--- src/hw/rtl/pebrp_pkg.sv ---
// Shared types and constants for the PE base-relocation directory parser.
// No dependencies; used by pe_base_relocation_parser_top.
package pebrp_pkg;

    localparam int unsigned WORD_W = 32;

    // Directory block header length in bytes
    localparam logic [WORD_W-1:0] HDR_BYTES   = 32'd8;
    localparam logic [WORD_W-1:0] HW_BYTES    = 32'd2;
    // Bytes of the header already taken when its last halfword arrives
    localparam logic [WORD_W-1:0] HDR_PRE     = 32'd6;
    localparam logic [WORD_W:0]   NEED_NARROW = 33'd4;
    localparam logic [WORD_W:0]   NEED_WIDE   = 33'd8;

    // Configuration register indexes
    localparam logic CFG_DIR_SIZE  = 1'b0;
    localparam logic CFG_IMG_LIMIT = 1'b1;

    // Relocation entry types
    localparam logic [3:0] TYPE_PAD     = 4'd0;
    localparam logic [3:0] TYPE_HIGHLOW = 4'd3;
    localparam logic [3:0] TYPE_DIR64   = 4'd10;

    typedef enum logic [2:0] {
        PH_PAGE_LO = 3'd0,
        PH_PAGE_HI = 3'd1,
        PH_SIZE_LO = 3'd2,
        PH_SIZE_HI = 3'd3,
        PH_ENTRIES = 3'd4
    } t_phase;

    typedef enum logic [2:0] {
        ST_RECORD  = 3'd0,
        ST_NOFIT   = 3'd1,
        ST_BADSIZE = 3'd2,
        ST_OUTSIDE = 3'd3,
        ST_BADTYPE = 3'd4,
        ST_DONE    = 3'd5
    } t_status;

    typedef struct packed {
        logic              valid;
        t_status           status;
        logic              wide;
        logic [WORD_W-1:0] target;
        logic [WORD_W-1:0] index;
        logic              last;
    } t_result;

endpackage

--- src/hw/rtl/pe_base_relocation_parser_top.sv ---
// PE base-relocation directory parser, top level.
// Depends on pebrp_pkg for phase/status types and constants.
//
// Usage:
//   Write dir_size (index 0) and the image bound (index 1) through the cfg
//   port while idle, then stream the directory one little-endian halfword per
//   beat on the input channel (i_in_valid / o_in_stall / i_half_word).
//   Each beat yields zero or one result beat on the output channel
//   (o_out_valid / i_out_stall / o_status ... o_last): a record for each
//   type 3 or type 10 entry, an error status, or a final done status.
//   A result appears on the outputs in the cycle after its input beat is
//   taken. Throughput: one halfword per cycle while o_in_stall is low,
//   with a single header/entry decode stage feeding the result register.
//   When the receiver stalls a pending result, the input channel is stalled
//   only if a result is still held; beats may otherwise keep flowing.
//   Errors are sticky: after an error or a completed directory all further
//   halfwords are taken and dropped without results.
//   Reset (synchronous, active low) clears parser state, both config
//   registers and the result register valid.
module pe_base_relocation_parser_top (
    input  logic        i_clk,
    input  logic        i_rst_n,
    input  logic        i_cfg_wr_en,
    input  logic        i_cfg_index,
    input  logic [31:0] i_cfg_data,
    input  logic        i_in_valid,
    output logic        o_in_stall,
    input  logic [15:0] i_half_word,
    output logic        o_out_valid,
    input  logic        i_out_stall,
    output logic [2:0]  o_status,
    output logic        o_wide_target,
    output logic [31:0] o_target_offset,
    output logic [31:0] o_record_index,
    output logic        o_last
);

    logic [31:0]        r_dir_size;
    logic [31:0]        r_img_limit;
    pebrp_pkg::t_phase  r_phase,   n_phase;
    logic [31:0]        r_page,    n_page;
    logic [15:0]        r_size_lo, n_size_lo;
    logic [30:0]        r_entries, n_entries;
    logic [31:0]        r_bytes,   n_bytes;
    logic [31:0]        r_records, n_records;
    logic               r_failed,  n_failed;
    pebrp_pkg::t_result r_out,     n_out;

    logic        in_take;
    logic        out_take;
    logic        at_first;
    logic        take;
    logic [31:0] remain;
    logic [31:0] bytes_inc;
    logic [31:0] bsize;
    logic [31:0] blk_rem;
    logic [31:0] blk_area;
    logic [30:0] blk_entries;
    logic        bad_size;
    logic [30:0] ent_dec;
    logic        dir_end;
    logic [3:0]  etype;
    logic        supported;
    logic        wide;
    logic [31:0] target;
    logic [32:0] target_end;
    logic        outside;

    assign o_in_stall = r_out.valid && i_out_stall;
    assign in_take    = i_in_valid && !o_in_stall;
    assign out_take   = r_out.valid && !i_out_stall;

    // Phases 5..7 never occur; treat anything else as a first header halfword
    assign at_first = (r_phase != pebrp_pkg::PH_PAGE_HI) && (r_phase != pebrp_pkg::PH_SIZE_LO)
                   && (r_phase != pebrp_pkg::PH_SIZE_HI) && (r_phase != pebrp_pkg::PH_ENTRIES);
    assign take = in_take && !r_failed && !(at_first && (r_bytes >= r_dir_size));

    assign remain    = r_dir_size - r_bytes;
    assign bytes_inc = r_bytes + pebrp_pkg::HW_BYTES;

    // Block size check on the last header halfword
    assign bsize       = {i_half_word, r_size_lo};
    assign blk_rem     = r_dir_size - (r_bytes - pebrp_pkg::HDR_PRE);
    assign blk_area    = bsize - pebrp_pkg::HDR_BYTES;
    assign blk_entries = blk_area[31:1];
    assign bad_size    = (bsize < pebrp_pkg::HDR_BYTES) || (bsize > blk_rem) || bsize[0];

    // Entry decode
    assign ent_dec    = r_entries - 31'd1;
    assign dir_end    = (ent_dec == 31'd0) && (bytes_inc >= r_dir_size);
    assign etype      = i_half_word[15:12];
    assign supported  = (etype == pebrp_pkg::TYPE_HIGHLOW) || (etype == pebrp_pkg::TYPE_DIR64);
    assign wide       = (etype == pebrp_pkg::TYPE_DIR64);
    assign target     = r_page + {20'd0, i_half_word[11:0]};
    assign target_end = {1'b0, target} + (wide ? pebrp_pkg::NEED_WIDE : pebrp_pkg::NEED_NARROW);
    assign outside    = target_end > {1'b0, r_img_limit};

    // Next parser state
    always_comb begin
        n_phase   = r_phase;
        n_page    = r_page;
        n_size_lo = r_size_lo;
        n_entries = r_entries;
        n_bytes   = r_bytes;
        n_records = r_records;
        n_failed  = r_failed;
        if (take) begin
            case (r_phase)
                pebrp_pkg::PH_PAGE_HI: begin
                    n_page  = {i_half_word, r_page[15:0]};
                    n_phase = pebrp_pkg::PH_SIZE_LO;
                    n_bytes = bytes_inc;
                end
                pebrp_pkg::PH_SIZE_LO: begin
                    n_size_lo = i_half_word;
                    n_phase   = pebrp_pkg::PH_SIZE_HI;
                    n_bytes   = bytes_inc;
                end
                pebrp_pkg::PH_SIZE_HI: begin
                    if (bad_size) begin
                        n_failed = 1'b1;
                    end else begin
                        n_bytes   = bytes_inc;
                        n_entries = blk_entries;
                        n_phase   = (blk_entries != 31'd0) ? pebrp_pkg::PH_ENTRIES
                                                           : pebrp_pkg::PH_PAGE_LO;
                    end
                end
                pebrp_pkg::PH_ENTRIES: begin
                    n_entries = ent_dec;
                    n_bytes   = bytes_inc;
                    if (ent_dec == 31'd0) begin
                        n_phase = pebrp_pkg::PH_PAGE_LO;
                    end
                    if (etype != pebrp_pkg::TYPE_PAD) begin
                        if (!supported || outside) begin
                            n_failed = 1'b1;
                        end else begin
                            n_records = r_records + 32'd1;
                        end
                    end
                end
                default: begin
                    // first header halfword: page RVA low
                    if (remain < pebrp_pkg::HDR_BYTES) begin
                        n_failed = 1'b1;
                    end else begin
                        n_page  = {16'd0, i_half_word};
                        n_phase = pebrp_pkg::PH_PAGE_HI;
                        n_bytes = bytes_inc;
                    end
                end
            endcase
        end
    end

    // Result for this beat
    always_comb begin
        n_out.valid  = 1'b0;
        n_out.status = pebrp_pkg::ST_DONE;
        n_out.wide   = 1'b0;
        n_out.target = 32'd0;
        n_out.index  = r_records;
        n_out.last   = 1'b1;
        if (take) begin
            case (r_phase)
                pebrp_pkg::PH_PAGE_HI, pebrp_pkg::PH_SIZE_LO: begin
                    n_out.valid = 1'b0;
                end
                pebrp_pkg::PH_SIZE_HI: begin
                    if (bad_size) begin
                        n_out.valid  = 1'b1;
                        n_out.status = pebrp_pkg::ST_BADSIZE;
                    end else if ((blk_entries == 31'd0) && (bytes_inc >= r_dir_size)) begin
                        n_out.valid  = 1'b1;
                        n_out.status = pebrp_pkg::ST_DONE;
                    end
                end
                pebrp_pkg::PH_ENTRIES: begin
                    if (etype == pebrp_pkg::TYPE_PAD) begin
                        n_out.valid  = dir_end;
                        n_out.status = pebrp_pkg::ST_DONE;
                    end else if (!supported) begin
                        n_out.valid  = 1'b1;
                        n_out.status = pebrp_pkg::ST_BADTYPE;
                    end else if (outside) begin
                        n_out.valid  = 1'b1;
                        n_out.status = pebrp_pkg::ST_OUTSIDE;
                        n_out.wide   = wide;
                        n_out.target = target;
                    end else begin
                        n_out.valid  = 1'b1;
                        n_out.status = pebrp_pkg::ST_RECORD;
                        n_out.wide   = wide;
                        n_out.target = target;
                        n_out.last   = dir_end;
                    end
                end
                default: begin
                    if (remain < pebrp_pkg::HDR_BYTES) begin
                        n_out.valid  = 1'b1;
                        n_out.status = pebrp_pkg::ST_NOFIT;
                    end
                end
            endcase
        end
    end

    always_ff @(posedge i_clk) begin
        if (!i_rst_n) begin
            r_dir_size  <= 32'd0;
            r_img_limit <= 32'd0;
        end else if (i_cfg_wr_en) begin
            case (i_cfg_index)
                pebrp_pkg::CFG_DIR_SIZE:  r_dir_size  <= i_cfg_data;
                pebrp_pkg::CFG_IMG_LIMIT: r_img_limit <= i_cfg_data;
                default:                  r_dir_size  <= r_dir_size;
            endcase
        end
    end

    always_ff @(posedge i_clk) begin
        if (!i_rst_n) begin
            r_phase   <= pebrp_pkg::PH_PAGE_LO;
            r_page    <= 32'd0;
            r_size_lo <= 16'd0;
            r_entries <= 31'd0;
            r_bytes   <= 32'd0;
            r_records <= 32'd0;
            r_failed  <= 1'b0;
        end else begin
            r_phase   <= n_phase;
            r_page    <= n_page;
            r_size_lo <= n_size_lo;
            r_entries <= n_entries;
            r_bytes   <= n_bytes;
            r_records <= n_records;
            r_failed  <= n_failed;
        end
    end

    // Result register: loads on a new result, drains when the beat is taken
    always_ff @(posedge i_clk) begin
        if (!i_rst_n) begin
            r_out <= '0;
        end else if (n_out.valid) begin
            r_out <= n_out;
        end else if (out_take) begin
            r_out.valid <= 1'b0;
        end
    end

    assign o_out_valid     = r_out.valid;
    assign o_status        = r_out.status;
    assign o_wide_target   = r_out.wide;
    assign o_target_offset = r_out.target;
    assign o_record_index  = r_out.index;
    assign o_last          = r_out.last;

    // Once failed, no fresh result may appear
    a_no_result_after_fail: assert property (@(posedge i_clk) disable iff (!i_rst_n)
        (r_failed && !o_out_valid) |=> !o_out_valid)
        else $error("result produced after sticky error");

    // Only a record may leave the directory open
    a_open_is_record: assert property (@(posedge i_clk) disable iff (!i_rst_n)
        (o_out_valid && !o_last) |-> (o_status == pebrp_pkg::ST_RECORD))
        else $error("non-record result without last");

    // An error result implies the sticky flag is set
    a_error_sets_fail: assert property (@(posedge i_clk) disable iff (!i_rst_n)
        (o_out_valid && (o_status != pebrp_pkg::ST_RECORD)
         && (o_status != pebrp_pkg::ST_DONE)) |-> r_failed)
        else $error("error reported without sticky flag");

    // Records are numbered in order
    a_record_count: assert property (@(posedge i_clk) disable iff (!i_rst_n)
        (n_out.valid && (n_out.status == pebrp_pkg::ST_RECORD)) |=>
        (r_records == (o_record_index + 32'd1)))
        else $error("record counter out of step");

endmodule

--- config.mk ---
export PLATFORM = sky130hd
export DESIGN_NAME = pe_base_relocation_parser_top
export DESIGN_NICKNAME = d
export VERILOG_FILES = /design/src/hw/rtl/pebrp_pkg.sv /design/src/hw/rtl/pe_base_relocation_parser_top.sv
export SDC_FILE = /design/constraint.sdc
export NUM_CORES = 1
export LEC_CHECK = 0
export BUFFER_PORTS_ARGS = -buffer_cell sky130_fd_sc_hd__buf_2
export CORE_MARGIN = 3
export CORE_UTILIZATION = 41
export DETAILED_ROUTE_END_ITERATION = 8
export GPL_ROUTABILITY_DRIVEN = 0
export GPL_TIMING_DRIVEN = 0
export PLACE_DENSITY = 0.67
export SKIP_CTS_REPAIR_TIMING = 1
export SYNTH_ARGS = -nofsm -noshare
export SYNTH_HDL_FRONTEND = slang
export SYNTH_SLANG_ARGS = --single-unit
--- constraint.sdc ---
create_clock -name i_clk -period 6.8 [get_ports i_clk]
set_input_delay 1.36 -clock i_clk [delete_from_list [all_inputs] [get_ports i_clk]]
set_output_delay 1.36 -clock i_clk [all_outputs]
set_load 0.1 [all_outputs]
==> flow_metrics.py <==
metrics = {
    "outcome": {
        "status": "complete, but fails checks",
        "violations": "setup timing",
    },
    "timing": {
        "slew_headroom_pct": 23.66,
        "fin_ws_ns": -0.3946,
        "rsz0062_at_grt": "true",
        "hold_viol_final": 0,
        "max_clock_freq_mhz": 139.0,
        "worst_pin_slew_ns": 1.129,
        "period_needed_ns": 7.195,
        "skew_ns": 0.01404,
        "slew_viol_final": 0,
        "setup_viol": 32,
        "post-route-period-util_pct": 105.8,
    },
    "synthesis": {
        "yosys.cell_types.count": 94,
        "ys_warn_count": 0,
        "ys.flop_type": "dfxtp_1",
        "ys_top_cells_by_count": "nand2_1 (372), dfxtp_1 (280), a21oi_1 (223)",
        "synth_fp_nets": 3048,
        "synth_seq_area_share_pct": 26.37,
        "yosysTopAreaCell": "dfxtp_1",
        "synth-edff-count": 0,
        "synth_compound_area_share_pct": 19.85,
        "synth_area_um2": 21260,
        "synth_most_common_cell": "nand2_1",
        "synth_fa_ha_area_share_pct": 13.37,
        "synth_area_per_cell_um2": 7.631,
        "yosys_register_bits": 280,
        "netlist.area_leader.share_pct": 26.37,
        "synth_top_family_by_area": "simple AND/OR/NAND/NOR gates",
        "synthCells": 2786,
        "synthMuxAreaShare_pct": 1.330,
        "synthSimpleGateAreaFrac_pct": 24.84,
        "ys_top_cells_by_area": "dfxtp_1 (26%), ha_1 (10%), nand2_1 (6.6%)",
        "synth_xor_area_share_pct": 7.781,
        "async_flop_share_pct": 0,
    },
    "worst_hold_path": {
        "hold_depth": 2,
        "hp-class": "reg -> reg",
        "worstHoldStart": "r_img_limit[22]",
        "min_to": "r_img_limit[22]",
    },
    "die": {
        "die_w_um": 233.7,
        "rows": 82,
        "initial_utilization_pct": 41.94,
        "die_area_um2": 54620,
        "coreArea_um2": 50680,
        "die_h_um": 233.7,
        "ios": 125,
    },
    "worst_setup_path": {
        "r2r-end": "r_records[31]",
        "r2r_cells": 28,
        "worstPathMaxFanout": 9,
        "critPathBufInv": 7,
        "cp.arrival_ns": 7.65,
        "startpoint_type": "input pin",
        "cp.required_ns": 7.26,
        "worst_path_max_delay_cell": "or4b_4",
        "crit_type": "in -> reg",
        "cpPeakStageDelay_ns": 0.54,
        "critPathCaptureType": "flop",
        "cpMostUsedCell": "buf_6",
        "r2r_start": "r_page[0]",
        "rrSetupSlack_ns": 0.08,
        "crit_family": "simple AND/OR/NAND/NOR gates",
    },
    "finish": {
        "nNetsFinal": 3233,
        "drive_gt1_share_pct": 11.89,
        "stdcell_count": 3666,
        "stdcell_area_um2": 24470,
        "num_antenna_cells": 0,
        "fillerInstances": 4929,
        "utilization_pct": 48.28,
        "syn2layout_area_growth_pct": 15.10,
    },
    "place": {
        "hpwl_um": 57750,
        "dp_cells": 3581,
        "dp_slack_ns": -1.708,
        "place_area_um2": 22770,
        "port_buffers": 123,
    },
    "routing": {
        "num_vias": 21751,
        "viasPerCell": 5.933,
        "wl_per_cell_um": 20.15,
        "route.antenna.remaining_nets": 0,
        "first_pass_iters": 6,
        "drt-total-wl_um": 73860,
        "drt_iter0_drc": 2050,
        "drc_errors": 0,
    },
    "power": {
        "p_per_area_nw_per_um2": 216.9,
        "leakagePower_uw": 0.009533,
        "irDropWorstVdd_uv": 206.8,
    },
    "clock_network": {
        "cts_tree": "built",
        "clk_pin_slew_ns": 0.07,
        "clockRootBuffer": "clkbuf_16",
        "clockBufferDepth": 3,
        "cts_sinks": 280,
        "clock_latency_ns": 0.60,
        "numCtsBuffers": 31,
        "htree_levels": 1,
    },
    "grt": {
        "overflow": 0,
        "grt_max_degree": 17,
        "track_usage_pct": 25.53,
        "first_global_vias": 20044,
        "grt_pass1_wl_um": 110800,
        "antenna_found_initial": 0,
    },
    "flow_run": {
        "drv_cap": 0,
    },
}
[state kept, by name, indices dropped and copies added, names as in the netlist, 3 cells and up]
name             flops
o_record_index      32
r_size_lo           16
r_dir_size          32
r_bytes             31
r_img_limit         32
o_target_offset     32
o_status             3
r_records           32
r_page              32
r_entries           31
r_phase              3
[worst min-delay path, stage by stage (launching register included)]
cell and delay [ns]:
dfxtp_1 0.31, nand2_1 0.05, a21oi_1 0.05
[power by group]
part	leakage, uW	internal, uW	switching [uW]
Clock	0.000488	957	756
Sequential	0.00227	1690	55.5
Combinational	0.00678	693	1150
[stage by stage]
stage | power (uW) | hold slack [ns] | setup TNS [ns]
floorplan | 2976 | 0.4161 | 0
global placement | 3414 | 0.4451 | -94.61
detailed placement | 3465 | 0.4470 | -100.01
CTS | 5175 | 0.4551 | -81.44
global route | 5546 | 0.4709 | -16.44
finish | 5308 | 0.4558 | -7.691
[cell type report]
type / instances / area [um2] / area share (%)
plain buffers: 140 / 645.6 / 2.638
well taps: 672 / 840.8 / 3.436
multi-input cells: 2161 / 14700 / 60.09
clock buffers: 44 / 894.6 / 3.656
inverters: 205 / 772.0 / 3.155
repair buffers: 152 / 887.1 / 3.625
flip-flops and latches: 280 / 5605 / 22.91
clock inverters: 12 / 121.4 / 0.4960
[cell families after synthesis]
kind of cell,Yosys count
fa+ha+maj,208
compound gates,660
xor+xnor,188
flops,280
mux,28
buf+inv,345
simple gates,1077
[cells in the final DEF (no fill, tap or decap), types with 11 or more instances in the layout]
| master | instances |
|---|---|
| inv_1 | 201 |
| nor3_1 | 76 |
| nor2_1 | 172 |
| or3_1 | 37 |
| nand3b_1 | 11 |
| and2_1 | 17 |
| a31oi_1 | 34 |
| o21ai_0 | 128 |
| xnor2_1 | 115 |
| a211oi_1 | 23 |
| clkbuf_1 | 104 |
| ha_1 | 174 |
| a21o_1 | 26 |
| xor2_1 | 62 |
| nor2b_1 | 20 |
| o21ai_1 | 23 |
| fa_1 | 30 |
| nand2_1 | 368 |
| buf_2 | 134 |
| nand4_1 | 57 |
| o211ai_1 | 21 |
| and3_1 | 45 |
| clkbuf_16 | 32 |
| a21oi_1 | 217 |
| buf_6 | 12 |
| or4_1 | 11 |
| nand2b_1 | 24 |
| o22ai_1 | 12 |
| dfxtp_1 | 280 |
| o21bai_1 | 16 |
| nand3_1 | 133 |
| o31ai_1 | 30 |
| mux2i_1 | 26 |
| buf_4 | 25 |
| nor4_1 | 31 |
| o21a_1 | 15 |
[layer usage]
layer  track usage [%]  vias up  wire (um)
li1                  -    10206          -
met1             34.75    10333      32040
met2             40.92     1028      32600
met3             4.268      184       6396
met4             8.837        0       2815
met5                 0        -          0
[worst max path at each step]
stage                    startpoint       endpoint  slack (ns)  cells after the start
floorplan            i_half_word[0]  r_records[18]        0.04                     26
global placement     i_half_word[0]   r_records[8]       -1.67                     27
detailed placement   i_half_word[0]  r_records[18]       -1.71                     27
CTS                  i_half_word[0]  r_records[18]       -1.09                     27
global route         i_half_word[0]  r_records[31]       -0.63                     29
finish              i_half_word[12]  r_records[31]       -0.39                     28
(Power assumes the default switching activity.)
